**config.mk**
```make
export PLATFORM = sky130hd
export DESIGN_NAME = sql_statement_splitter
export DESIGN_NICKNAME = d
export VERILOG_FILES = /design/src/rtl/sss_pkg.sv /design/src/rtl/sql_statement_splitter.sv
export SDC_FILE = /design/constraint.sdc
export NUM_CORES = 1
export LEC_CHECK = 0
export BUFFER_PORTS_ARGS = -buffer_cell sky130_fd_sc_hd__buf_4
export CAP_MARGIN = 15
export CELL_PAD_IN_SITES_DETAIL_PLACEMENT = 1
export CELL_PAD_IN_SITES_GLOBAL_PLACEMENT = 2
export CORE_ASPECT_RATIO = 1.75
export CORE_UTILIZATION = 38
export DETAILED_ROUTE_END_ITERATION = 8
export PLACE_DENSITY = 0.78
export SLEW_MARGIN = 20
export SYNTH_ARGS = -nofsm -noshare
export SYNTH_HDL_FRONTEND = slang
export SYNTH_SLANG_ARGS = --single-unit
```
**constraint.sdc**
```tcl
create_clock -name clk -period 2.7 [get_ports clk]
set_clock_uncertainty 0.15 [all_clocks]
set_input_delay 0.675 -clock clk [delete_from_list [all_inputs] [get_ports clk]]
set_output_delay 0.675 -clock clk [all_outputs]
set_load 0.05 [all_outputs]
```
**src/rtl/sss_pkg.sv**
```systemverilog
package sss_pkg;

  typedef struct packed {
    logic [7:0] in_char;
    logic       is_end;
  } in_item_t;

  typedef struct packed {
    logic [7:0] out_char;
    logic [1:0] kind;
    logic       last;
  } out_item_t;

  typedef enum logic [3:0] {
    MODE_NORMAL = 4'd0,
    MODE_DASH1  = 4'd1,
    MODE_DASH2  = 4'd2,
    MODE_BRACE  = 4'd3,
    MODE_LINE   = 4'd4,
    MODE_BLOCK  = 4'd5,
    MODE_SQUOTE = 4'd6,
    MODE_DQUOTE = 4'd7,
    MODE_ESC    = 4'd8
  } scan_mode_t;

  localparam logic [1:0] KIND_TEXT  = 2'd0;
  localparam logic [1:0] KIND_END   = 2'd1;
  localparam logic [1:0] KIND_ERROR = 2'd2;

  localparam logic [7:0] CH_NL     = 8'h0A;
  localparam logic [7:0] CH_SPACE  = 8'h20;
  localparam logic [7:0] CH_DQUOTE = 8'h22;
  localparam logic [7:0] CH_SQUOTE = 8'h27;
  localparam logic [7:0] CH_PLUS   = 8'h2B;
  localparam logic [7:0] CH_DASH   = 8'h2D;
  localparam logic [7:0] CH_SEMI   = 8'h3B;
  localparam logic [7:0] CH_BSLASH = 8'h5C;
  localparam logic [7:0] CH_LBRACE = 8'h7B;
  localparam logic [7:0] CH_RBRACE = 8'h7D;

  localparam int unsigned MAX_RES = 3;

endpackage

```
**src/rtl/sql_statement_splitter.sv**
```systemverilog
// SQL statement splitter and comment stripper.
// The input channel (in_valid, in_stall, in_data) takes one byte of SQL text
// per item, or an end-of-input marker when in_data.is_end is set.
// The result channel (out_valid, out_stall, out_data) gives text bytes with
// comments blanked to spaces, statement ends and open-quote or open-comment
// errors. Each input item causes zero to three result items, and the final
// one carries out_data.last.
// An accepted item is held in an input register, decoded against the scanner
// state and its results are loaded into a three-entry result register, from
// which the result channel gives them out in order.
// Items that cause at most one result sustain one item per cycle unless the
// receiver stalls. An item with two or three results holds the result
// register until all have gone, as the result channel moves one item per cycle.
// When the receiver stalls, the result register holds its contents, the
// input register fills and in_stall rises until room is made again.
// Reset returns the scanner to normal text and empties both registers.
module sql_statement_splitter (
  input  logic                clk,
  input  logic                rst_n,
  input  logic                in_valid,
  output logic                in_stall,
  input  sss_pkg::in_item_t   in_data,
  output logic                out_valid,
  input  logic                out_stall,
  output sss_pkg::out_item_t  out_data
);
  import sss_pkg::*;

  logic       in_vld_r;
  in_item_t   in_r;
  scan_mode_t mode_r, mode_nxt;
  logic       qesc_r, qesc_nxt;
  out_item_t  res_r   [MAX_RES];
  out_item_t  res_nxt [MAX_RES];
  logic [1:0] rem_r;
  logic [1:0] n_res;

  logic       in_acc, pop, buf_free, proc_fire;

  logic       nb_emit, nb_qclr;
  out_item_t  nb_res;
  scan_mode_t nb_mode;
  out_item_t  lb_res, bb_res;
  scan_mode_t lb_mode, bb_mode;
  logic [7:0] closer;
  out_item_t  txt_ch;

  assign out_valid = (rem_r != 2'd0);
  assign out_data  = res_r[0];
  assign pop       = out_valid && !out_stall;
  assign buf_free  = (rem_r == 2'd0) || ((rem_r == 2'd1) && pop);
  assign proc_fire = in_vld_r && buf_free;
  assign in_stall  = in_vld_r && !proc_fire;
  assign in_acc    = in_valid && !in_stall;

  always_comb begin
    txt_ch  = '{out_char: in_r.in_char, kind: KIND_TEXT, last: 1'b0};
    nb_emit = 1'b1;
    nb_qclr = 1'b0;
    nb_res  = txt_ch;
    nb_mode = MODE_NORMAL;
    case (in_r.in_char)
      CH_SEMI: begin
        nb_res = '{out_char: 8'h00, kind: KIND_END, last: 1'b0};
      end
      CH_DASH: begin
        nb_emit = 1'b0;
        nb_mode = MODE_DASH1;
      end
      CH_LBRACE: begin
        nb_emit = 1'b0;
        nb_mode = MODE_BRACE;
      end
      CH_BSLASH: begin
        nb_mode = MODE_ESC;
      end
      CH_SQUOTE: begin
        nb_mode = MODE_SQUOTE;
        nb_qclr = 1'b1;
      end
      CH_DQUOTE: begin
        nb_mode = MODE_DQUOTE;
        nb_qclr = 1'b1;
      end
      default: begin
        nb_mode = MODE_NORMAL;
      end
    endcase

    if (in_r.in_char == CH_NL) begin
      lb_res  = txt_ch;
      lb_mode = MODE_NORMAL;
    end else begin
      lb_res  = '{out_char: CH_SPACE, kind: KIND_TEXT, last: 1'b0};
      lb_mode = MODE_LINE;
    end

    bb_res  = '{out_char: CH_SPACE, kind: KIND_TEXT, last: 1'b0};
    bb_mode = (in_r.in_char == CH_RBRACE) ? MODE_NORMAL : MODE_BLOCK;
    closer  = (mode_r == MODE_SQUOTE) ? CH_SQUOTE : CH_DQUOTE;
  end

  always_comb begin
    n_res    = 2'd0;
    mode_nxt = mode_r;
    qesc_nxt = qesc_r;
    for (int i = 0; i < MAX_RES; i++) begin
      res_nxt[i] = '{out_char: 8'h00, kind: KIND_TEXT, last: 1'b0};
    end

    if (in_r.is_end) begin
      case (mode_r)
        MODE_SQUOTE, MODE_DQUOTE, MODE_LINE, MODE_BLOCK: begin
          res_nxt[0] = '{out_char: 8'h00, kind: KIND_ERROR, last: 1'b0};
          n_res      = 2'd1;
        end
        MODE_DASH1: begin
          res_nxt[0] = '{out_char: CH_DASH, kind: KIND_TEXT, last: 1'b0};
          res_nxt[1] = '{out_char: 8'h00, kind: KIND_END, last: 1'b0};
          n_res      = 2'd2;
        end
        MODE_DASH2: begin
          res_nxt[0] = '{out_char: CH_DASH, kind: KIND_TEXT, last: 1'b0};
          res_nxt[1] = '{out_char: CH_DASH, kind: KIND_TEXT, last: 1'b0};
          res_nxt[2] = '{out_char: 8'h00, kind: KIND_END, last: 1'b0};
          n_res      = 2'd3;
        end
        MODE_BRACE: begin
          res_nxt[0] = '{out_char: CH_LBRACE, kind: KIND_TEXT, last: 1'b0};
          res_nxt[1] = '{out_char: 8'h00, kind: KIND_END, last: 1'b0};
          n_res      = 2'd2;
        end
        default: begin
          res_nxt[0] = '{out_char: 8'h00, kind: KIND_END, last: 1'b0};
          n_res      = 2'd1;
        end
      endcase
      mode_nxt = MODE_NORMAL;
      qesc_nxt = 1'b0;
    end else begin
      case (mode_r)
        MODE_DASH1: begin
          if (in_r.in_char == CH_DASH) begin
            mode_nxt = MODE_DASH2;
          end else begin
            res_nxt[0] = '{out_char: CH_DASH, kind: KIND_TEXT, last: 1'b0};
            res_nxt[1] = nb_res;
            n_res      = {1'b0, nb_emit} + 2'd1;
            mode_nxt   = nb_mode;
            if (nb_qclr) begin
              qesc_nxt = 1'b0;
            end
          end
        end
        MODE_DASH2: begin
          if (in_r.in_char == CH_PLUS) begin
            res_nxt[0] = '{out_char: CH_DASH, kind: KIND_TEXT, last: 1'b0};
            res_nxt[1] = '{out_char: CH_DASH, kind: KIND_TEXT, last: 1'b0};
            res_nxt[2] = txt_ch;
            mode_nxt   = MODE_NORMAL;
          end else begin
            res_nxt[0] = '{out_char: CH_SPACE, kind: KIND_TEXT, last: 1'b0};
            res_nxt[1] = '{out_char: CH_SPACE, kind: KIND_TEXT, last: 1'b0};
            res_nxt[2] = lb_res;
            mode_nxt   = lb_mode;
          end
          n_res = 2'd3;
        end
        MODE_BRACE: begin
          if (in_r.in_char == CH_PLUS) begin
            res_nxt[0] = '{out_char: CH_LBRACE, kind: KIND_TEXT, last: 1'b0};
            res_nxt[1] = txt_ch;
            mode_nxt   = MODE_NORMAL;
          end else begin
            res_nxt[0] = '{out_char: CH_SPACE, kind: KIND_TEXT, last: 1'b0};
            res_nxt[1] = bb_res;
            mode_nxt   = bb_mode;
          end
          n_res = 2'd2;
        end
        MODE_LINE: begin
          res_nxt[0] = lb_res;
          n_res      = 2'd1;
          mode_nxt   = lb_mode;
        end
        MODE_BLOCK: begin
          res_nxt[0] = bb_res;
          n_res      = 2'd1;
          mode_nxt   = bb_mode;
        end
        MODE_SQUOTE, MODE_DQUOTE: begin
          res_nxt[0] = txt_ch;
          n_res      = 2'd1;
          if (qesc_r) begin
            qesc_nxt = 1'b0;
          end else if (in_r.in_char == CH_BSLASH) begin
            qesc_nxt = 1'b1;
          end else if (in_r.in_char == closer) begin
            mode_nxt = MODE_NORMAL;
          end
        end
        MODE_ESC: begin
          res_nxt[0] = txt_ch;
          n_res      = 2'd1;
          mode_nxt   = MODE_NORMAL;
        end
        default: begin
          res_nxt[0] = nb_res;
          n_res      = {1'b0, nb_emit};
          mode_nxt   = nb_mode;
          if (nb_qclr) begin
            qesc_nxt = 1'b0;
          end
        end
      endcase
    end

    res_nxt[0].last = (n_res == 2'd1);
    res_nxt[1].last = (n_res == 2'd2);
    res_nxt[2].last = (n_res == 2'd3);
  end

  always_ff @(posedge clk) begin
    if (!rst_n) begin
      in_vld_r <= 1'b0;
      mode_r   <= MODE_NORMAL;
      qesc_r   <= 1'b0;
      rem_r    <= 2'd0;
    end else begin
      in_vld_r <= (in_vld_r && !proc_fire) || in_acc;
      if (proc_fire) begin
        mode_r <= mode_nxt;
        qesc_r <= qesc_nxt;
        rem_r  <= n_res;
      end else if (pop) begin
        rem_r <= rem_r - 2'd1;
      end
    end
  end

  always_ff @(posedge clk) begin
    if (in_acc) begin
      in_r <= in_data;
    end
    if (proc_fire) begin
      for (int i = 0; i < MAX_RES; i++) begin
        res_r[i] <= res_nxt[i];
      end
    end else if (pop) begin
      res_r[0] <= res_r[1];
      res_r[1] <= res_r[2];
    end
  end

  // The scanner always leaves an end-of-input item in normal text.
  assert property (@(posedge clk) disable iff (!rst_n)
    proc_fire && in_r.is_end |=> (mode_r == MODE_NORMAL) && !qesc_r)
    else $error("scanner not in normal text after end of input");

  // Only the final pending result carries the last flag.
  assert property (@(posedge clk) disable iff (!rst_n)
    out_valid |-> (out_data.last == (rem_r == 2'd1)))
    else $error("last flag does not match pending result count");

  // An error is always the only result of its item.
  assert property (@(posedge clk) disable iff (!rst_n)
    out_valid && (out_data.kind == KIND_ERROR) |-> out_data.last)
    else $error("error result followed by further results");

  // Stalling the input only happens with an item waiting in the input register.
  assert property (@(posedge clk) disable iff (!rst_n)
    in_stall |-> in_vld_r && out_valid)
    else $error("input stalled without a held item and pending results");

endmodule
```
======== Word-level counts from Yosys, hierarchy flattened ========
Memory sizes are Yosys's and may differ from the RTL's.
Index checks and enable logic that the tools add are counted.
storage, ports and cells
  input bits .............................. 13
  bits in writable memories ............... 33
  register bits after elaboration ......... 17
  bits in latches ......................... 0
  word-level logic and storage cells ...... 107
  memory bits (read-only) ................. 0
  memories kept ........................... 1
cells by class
  $add $sub $neg .......................... 2
  divide/modulo/power cells ............... 0
  multipliers ............................. 0
  shift operators ......................... 0
  equality and inequality tests ........... 27
  reduce and logical (&&, ||, !) cells .... 24
  mux-type cells .......................... 45
  bitwise logic cells ..................... 2
  magnitude comparators ................... 0
memory list
  name   words  width  read ports  clocked after Yosys merged registers in  wr ports  line                          source
  res_r  3      11     3           0                                        3         sql_statement_splitter.sv:33  out_item_t res_r [MAX_RES];
operators with widths
  operator                                                                count
  11-bit case mux with 6 select lines                                     1
  11-bit 2-to-1 mux                                                       5
  8-bit by 6-bit equality test with 1-bit output (second input constant)  5
  33-bit 2-to-1 mux                                                       1
  11-bit case mux with 3 select lines                                     1
  10-bit case mux with 3 select lines                                     1
  29-bit 2-to-1 mux                                                       1
  4-bit case mux with 7 select lines                                      1
  8-bit by 7-bit equality test with 1-bit output (second input constant)  3
  4-bit 2-to-1 mux                                                        6
  21-bit 2-to-1 mux                                                       1
  20-bit 2-to-1 mux                                                       1
  4-bit case mux with 5 select lines                                      1
  9-bit case mux with 2 select lines                                      1
  4-bit by 3-bit equality test with 1-bit output (second input constant)  4
  1-bit 2-to-1 mux                                                        12
  3-bit 2-to-1 mux                                                        4
  3-bit inequality test (second input constant)                           4
  2-bit 2-to-1 mux                                                        5
  2-bit OR reduction                                                      5
  5-bit OR reduction                                                      2
  4-bit by 2-bit equality test with 1-bit output (second input constant)  2
  8-bit by 4-bit equality test with 1-bit output (second input constant)  1
  8-bit by 6-bit equality test with 1-bit output                          1
  other kinds (20)                                                        31

======== Logic depth before layout (Yosys ltp) ========
Gate-level depths: netlist of run 1.
  depth in word-level cells ............... 10
  mapped depth ............................ 8
  depth with buffers taken out ............ 8

======== Least setup slack after synthesis of run 1 ========
Ideal clock, no wire load.
  path type ............................... register to output
  from .................................... register rem_r[0]
  to ...................................... output in_stall
  path slack .............................. 0.329 ns
  arrival time ............................ 1.546 ns
  path buffers ............................ 0
  cell stages (with the launch flop) ...... 5
  cell sequence ........................... dfxtp_1 > inv_1 > ha_1 > inv_1 > and3_1
between the ends
  cells in the longest elaborated chain, start to end .. 7
RTL lines
  element                 line                           source
  from (decl)             sql_statement_splitter.sv:35   logic [1:0] rem_r;
  from (signal assigned)  sql_statement_splitter.sv:234  rem_r <= n_res;
  from (signal assigned)  sql_statement_splitter.sv:236  rem_r <= rem_r - 2'd1;
  2-bit nonzero test      sql_statement_splitter.sv:48   assign out_valid = (rem_r != 2'd0);
  net out_valid           sql_statement_splitter.sv:23   output logic out_valid,
  1-bit logical AND       sql_statement_splitter.sv:50   assign pop = out_valid && !out_stall;
  1-bit logical AND       sql_statement_splitter.sv:51   assign buf_free = (rem_r == 2'd0) || ((rem_r == 2'd1) && pop);
  1-bit logical OR        sql_statement_splitter.sv:51
  1-bit logical AND       sql_statement_splitter.sv:52   assign proc_fire = in_vld_r && buf_free;
  1-bit logical NOT       sql_statement_splitter.sv:53   assign in_stall = in_vld_r && !proc_fire;
  1-bit logical AND       sql_statement_splitter.sv:53
  to (decl)               sql_statement_splitter.sv:21   output logic in_stall,
The timed path passes the listed nets, and every way through them passes these cells.

======== Worst setup path in the final report of run 1 ========
  from .................................... register rem_r[0]
  to ...................................... output in_stall
between the ends
  cells in the longest elaborated chain, start to end .. 7
RTL lines
  element                line
  2-bit nonzero test     sql_statement_splitter.sv:48
  1-bit logical AND      sql_statement_splitter.sv:50
  1-bit logical AND      sql_statement_splitter.sv:51
  1-bit logical OR (*)   sql_statement_splitter.sv:51
  1-bit logical AND (*)  sql_statement_splitter.sv:52
  1-bit logical NOT (*)  sql_statement_splitter.sv:53
  1-bit logical AND (*)  sql_statement_splitter.sv:53
Every way passes the cells marked *; elsewhere a longest branch is shown, timed or not.

==> results of run 1 <==
==> power by group through the flow <==
stage / clock network [mW] / logic [mW] / registers, mW
final: 0.783 / 0.515 / 0.951
after floorplan: 0 / 0.382 / 0.944
after global placement: 0 / 0.505 / 0.965
after CTS: 0.802 / 0.517 / 0.953
after detailed placement: 0 / 0.515 / 0.968
after global routing: 0.823 / 0.551 / 0.960
==> worst paths after layout <==
check | cells after the start | start | end | slack [ns]
setup / recovery | 5 | rem_r[0] | in_stall | 0.35
hold / removal | 2 | res_r[1][0] | res_r[0][11] | 0.38
setup reg to reg | 5 | in_r[6] | res_r[0][19] | 0.40
hold reg to reg | 2 | res_r[1][0] | res_r[0][11] | 0.38
==> through the flow <==
stage / util / power [mW] / setup slack, ns / hold slack (ns) / instances
2_1_floorplan: - / 1.326 / 0.3292 / 0.3336 / 293
3_3_place_gp: 0.4430 / 1.470 / 0.4617 / 0.3443 / 401
3_5_place_dp: 0.4430 / 1.483 / 0.4209 / 0.3721 / 401
4_1_cts: 0.4684 / 2.272 / 0.3369 / 0.3879 / 408
5_1_grt: 0.4684 / 2.335 / 0.2697 / 0.4047 / 408
6_report: 0.4684 / 2.248 / 0.3505 / 0.3810 / 408
==> kinds of logic after synthesis <==
kind of cell,Yosys count,synth area share
muxes,1,0.003898
and+or+nand+nor,110,0.2178
other,1,0.001298
buffers and inverters,40,0.07536
xor gates and xnor gates,6,0.01819
DFF,48,0.4712
AOI/OAI and AO/OA,81,0.2001
adders and majority gates,3,0.01213
==> layer usage <==
layer  GRT usage  vias up
met1      0.2450     1188
met2      0.4115       55
met3     0.03502       22
met5           0        -
met4      0.1120        0
li1            -     1143
==> area by class of cell <==
cell class / count / area, µm² / share of cell area
sequential: 48 / 1361 / 0.3990
multi-input combinational: 205 / 1326 / 0.3887
timing repair buffer: 53 / 397.9 / 0.1166
clock buffer: 5 / 125.1 / 0.03667
tap: 86 / 107.6 / 0.03154
clock inverter: 2 / 60.06 / 0.01760
inverter: 9 / 33.78 / 0.009901
==> sequential cells by signal, indices dropped and copies added, names as in the netlist <==
signal	cells
res_r	31
in_vld_r	1
rem_r	2
mode_r	4
qesc_r	1
in_r	9
==> layout by cell type (no fill, tap or decap), types with 5 or more instances in the layout <==
master / count
xnor2_1: 5
nor3_1: 8
dfxtp_1: 8
nor2_1: 26
clkbuf_16: 5
nand2_1: 24
nand3_1: 8
o31ai_1: 5
o21ai_1: 12
edfxtp_1: 40
inv_1: 9
o22ai_1: 5
buf_4: 53
nor3b_1: 6
a21oi_1: 18
nor2b_1: 6
==> worst reg2reg max path: cells and delay by family, from the launching register on <==
family	cells	cell delay, ns
simple gates	3	0.86
flops	1	0.54
compound gates	2	0.49
==> reports/results.ini, run 1 <==
[setup_path]
critical_path_class=reg2out
critical-path-top-delay-family=flip-flops
setup.worst_path.end_class=primary output
arrival_ns=1.52
worstPathRequired_ns=1.88
cp-start-kind=flop
cp_num_buf_inv=3
cp_slowest_cell=dfxtp_1
cp_common_cell=inv_1
crit_chain=inv_1 -> ha_1 -> inv_1 -> and3_1 -> buf_4
critPathMaxStageDelay_ns=0.39
path_max_fanout=5

[synth]
synth.distinct_cells=69
synth_top_cell_by_area=edfxtp_1
syn-cell-area_um2=2889
yosys_warnings=0
synth_edf_count=40
synth_ff_type=edfxtp_1
synth_most_common_cell=edfxtp_1
ys_seq_area_frac=0.4712
ys_top_cells_by_area=edfxtp_1 42%, dfxtp_1 5.5%, nor2_1 3.4%
ys_ff_latch=48
syn_avg_cell_area_um2=9.962
syn_inst=290
synthArstFlopShare=0
yosysTopAreaCellShare=0.4158
ys_top_cells_by_count=40 x edfxtp_1, 26 x nor2_1, 24 x nand2_1, 18 x a21oi_1

[global_route]
grt_antenna_before_repair=0
grt_overflow_total=0
grt_max_degree=22
grt_first_pass_wirelength_um=13130
grt_pass1_vias=2458
track_usage=0.2291

[pwr]
p_int_mw=1.607
clock_power_share=0.348
power-per-cell-area_nw_per_um2=659.0
leakage_nw=1.269
ir_drop_mv=0.2812
switching_share=0.2855
pwr-share-seq=0.423
combinationalPowerShare=0.229
switchingPower_mw=0.6418

[routing]
met1Wirelength_um=3139
first_iter_violations=198
first_pass_iters=4
ant_nets=0
drc_errors=0
wl_met2_um=4892
wl_um=8626
viasPerCell=5.902
wl_met3_um=252
top_layer_used=met4
wl_per_cell_um=21.14
via_count=2408

[sta]
fin_crit_ns=2.349
hold_viol=0
timing.setup.tns_ns=0
setup_viol=0
worstMarginPinSlew_ns=0.7356
rsz0062_at_grt=no
fmax_ghz=0.4256
period_share=0.8702
finalMaxSlewViolations=0
relSlewSlack=0.5086

[cells_and_area]
nFillCells=828
antennaDiodeCount=0
drive_gt1_frac=0.2267
fin_area_um2=3412
nNetsFinal=337
syn_to_final_growth_pct=18.10

[die]
die_w_um=67.91
die-height_um=117.3
dieArea_um2=7969
row_count=41
coreArea_um2=7284
ios=26
start_util=0.3966

[clock_tree]
cts-buffers-inserted=5
clock-root-buffer=clkbuf_16
cts_tree=yes
cts_hold_buf=0
clock_latency_ns=0.29
clockBufferDepth=2
htreeDepth=2
cts-resized-gates=0
cts_setup_buffers=0
clock_sinks=48
clkTransAtPathRegs_ns=0.07

[placed_design]
gp_congestion=0.8797
portBuffers=25
place_area_um2=3227
dpl.hpwl_um=6632

[hold_path]
worstHoldPathType=reg2reg

[run_status]
status=complete, no violations

[run]
max_cap_viol_count=0

(Power assumes the default switching activity.)
==> run 2, diff against run 1 <==
--- a/config.mk
+++ b/config.mk
@@ -10,9 +10,9 @@
 export CELL_PAD_IN_SITES_DETAIL_PLACEMENT = 1
 export CELL_PAD_IN_SITES_GLOBAL_PLACEMENT = 2
 export CORE_ASPECT_RATIO = 1.75
-export CORE_UTILIZATION = 38
+export CORE_UTILIZATION = 41
 export DETAILED_ROUTE_END_ITERATION = 8
-export PLACE_DENSITY = 0.78
+export PLACE_DENSITY = 0.83
 export SLEW_MARGIN = 20
 export SYNTH_ARGS = -nofsm -noshare
 export SYNTH_HDL_FRONTEND = slang
==> constraint.sdc (replaced) <==
create_clock -name clk -period 2.9 [get_ports clk]
set_clock_uncertainty 0.15 [all_clocks]
set_input_delay 0.58 -clock clk [delete_from_list [all_inputs] [get_ports clk]]
set_output_delay 0.58 -clock clk [all_outputs]
set_load 0.05 [all_outputs]
==> run 2 against run 1 <==
Effect of this change:
- combinational power shrank 13%
- final cell count shrank 2.5%
- register-to-register slack is essentially flat
- sequential share of layout area grew 1.3 points
- clock-buffer cell count is the same
- via count shrank 2.2%
- critical path type is now reg2reg
- flip-flop and latch count is the same
- clock power shrank 28%
- non-clock buffer count shrank 9
- sequential power shrank 5.4%
==> reports/results.ini, run 2 (synthesis results as in run 1) <==
[clock_tree]
clock_sinks=48
clkTransAtPathRegs_ns=0.06
clock-root-buffer=clkbuf_16
clock_latency_ns=0.29
cts-resized-gates=0
cts-buffers-inserted=5
cts_hold_buf=0
cts_tree=yes
cts_setup_buffers=0
htreeDepth=2
clockBufferDepth=2

[cells_and_area]
stdcell_count=398
mostFrequentLayoutCell=buf_4
nFillCells=778
antennaDiodeCount=0
largest_reg_flops=31
fin_area_um2=3301
top_register=res_r
final_cell_mix=44 x buf_4, 40 x edfxtp_1, 26 x nor2_1, 24 x nand2_1, 18 x a21oi_1
syn_to_final_growth_pct=14.25
drive_gt1_frac=0.2038
largest_registers=res_r: 31 flops, in_r: 9 flops, mode_r: 4 flops
nNetsFinal=328

[setup_path]
crit_chain=nand4b_1 -> o21ai_4 -> nor2b_2 -> a21o_1 -> a221o_1
arrival_ns=2.38
critPathMaxStageDelay_ns=0.62
worstPathRequired_ns=2.79
path_max_fanout=11
cp_slowest_cell=edfxtp_1
setup.worst_path.end_class=flop
critical_path_class=reg2reg
cp-start-kind=flop

[die]
dieArea_um2=7399
coreArea_um2=6857
row_count=40
start_util=0.4214
ios=26
die_w_um=65.46
die-height_um=113.0

[pwr]
switching_share=0.3161
clock_power_share=0.296
combinationalPowerShare=0.235
leakage_nw=1.199
ir_drop_mv=0.2359
switchingPower_mw=0.6060
p_int_mw=1.311
pwr-share-seq=0.470
power-per-cell-area_nw_per_um2=580.7

[routing]
ant_nets=0
wl_um=8372
wl_per_cell_um=21.04
drc_errors=0
first_iter_violations=190
via_count=2355
first_pass_iters=4
viasPerCell=5.917

[global_route]
grt_antenna_before_repair=0
grt_max_degree=24
grt_overflow_total=0
track_usage=0.2487
grt_first_pass_wirelength_um=13200
grt_pass1_vias=2393

[placed_design]
place_area_um2=3157
dpl.hpwl_um=6399
place_inst=390
gp_congestion=0.9461
portBuffers=25

[sta]
timing.setup.tns_ns=0
hold_viol=0
setup_viol=0
rsz0062_at_grt=no
period_share=0.8574
fin_crit_ns=2.487
fmax_ghz=0.4022
finalMaxSlewViolations=0
worstMarginPinSlew_ns=0.5958
relSlewSlack=0.6017

[hold_path]
worstHoldPathType=in2reg

[run_status]
status=complete, no violations

[run]
max_cap_viol_count=0

==> run 2: cell types whose count changed in the layout (fill, tap and decap cells not counted) <==
cell | previous run | this run
clkinv_1 | 0 | 1
bufinv_16 | 2 | 0
buf_4 | 53 | 44
clkinvlp_4 | 0 | 2
==> run 2: worst paths after layout <==
| path | to | slack [ns] | cells past startpoint | start |
|---|---|---|---|---|
| max | res_r[0][19] | 0.41 | 5 | in_r[1] |
| min reg2reg | res_r[0][10] | 0.37 | 2 | res_r[0][21] |
| min | in_r[3] | 0.31 | 1 | in_data[3] |
| max reg2reg | res_r[0][19] | 0.41 | 5 | in_r[1] |
==> run 2: final cells by class <==
| class | count | area [µm²] | area share |
|---|---|---|---|
| sequential | 48 | 1361 | 0.4124 |
| multi-input combinational | 205 | 1326 | 0.4018 |
| timing repair buffer | 44 | 330.3 | 0.1001 |
| clock buffer | 5 | 125.1 | 0.03791 |
| tap | 84 | 105.1 | 0.03184 |
| inverter | 9 | 33.78 | 0.01024 |
| clock inverter | 3 | 18.77 | 0.005686 |
==> run 2: per-stage QoR <==
| stage | hold WS (ns) | worst slack, ns | total power [mW] | util |
|---|---|---|---|---|
| global route | 0.3018 | 0.2910 | 1.997 | 0.4814 |
| CTS | 0.3053 | 0.4531 | 1.931 | 0.4814 |
| detailed placement | 0.3575 | 0.4618 | 1.365 | 0.4604 |
| floorplan | 0.3336 | 0.6200 | 1.235 | - |
| finish | 0.3096 | 0.4135 | 1.917 | 0.4814 |
| global placement | 0.3442 | 0.4890 | 1.357 | 0.4604 |
==> run 2: routing by layer <==
metal  part of all wire  routed length, µm  global-route usage
met1               0.38               3146              0.2660
met2               0.54               4544              0.4419
met3              0.030                255             0.04435
met4              0.051                425              0.1449
met5                  0                  0                   0
==> run 2: critical path, delay by kind of cell, from the launching register on <==
kind / cells / cell delay [ns]
AO/OA/AOI/OAI: 3 / 0.91
AND/OR/NAND/NOR: 2 / 0.56
flip-flops: 1 / 0.62
==> run 2: power groups by stage <==
stage	clock network (mW)	logic (mW)	registers, mW
5_1_grt	0.604	0.482	0.910
4_1_cts	0.578	0.452	0.901
2_1_floorplan	0	0.355	0.879
6_report	0.567	0.450	0.900
3_3_place_gp	0	0.444	0.912
3_5_place_dp	0	0.449	0.916
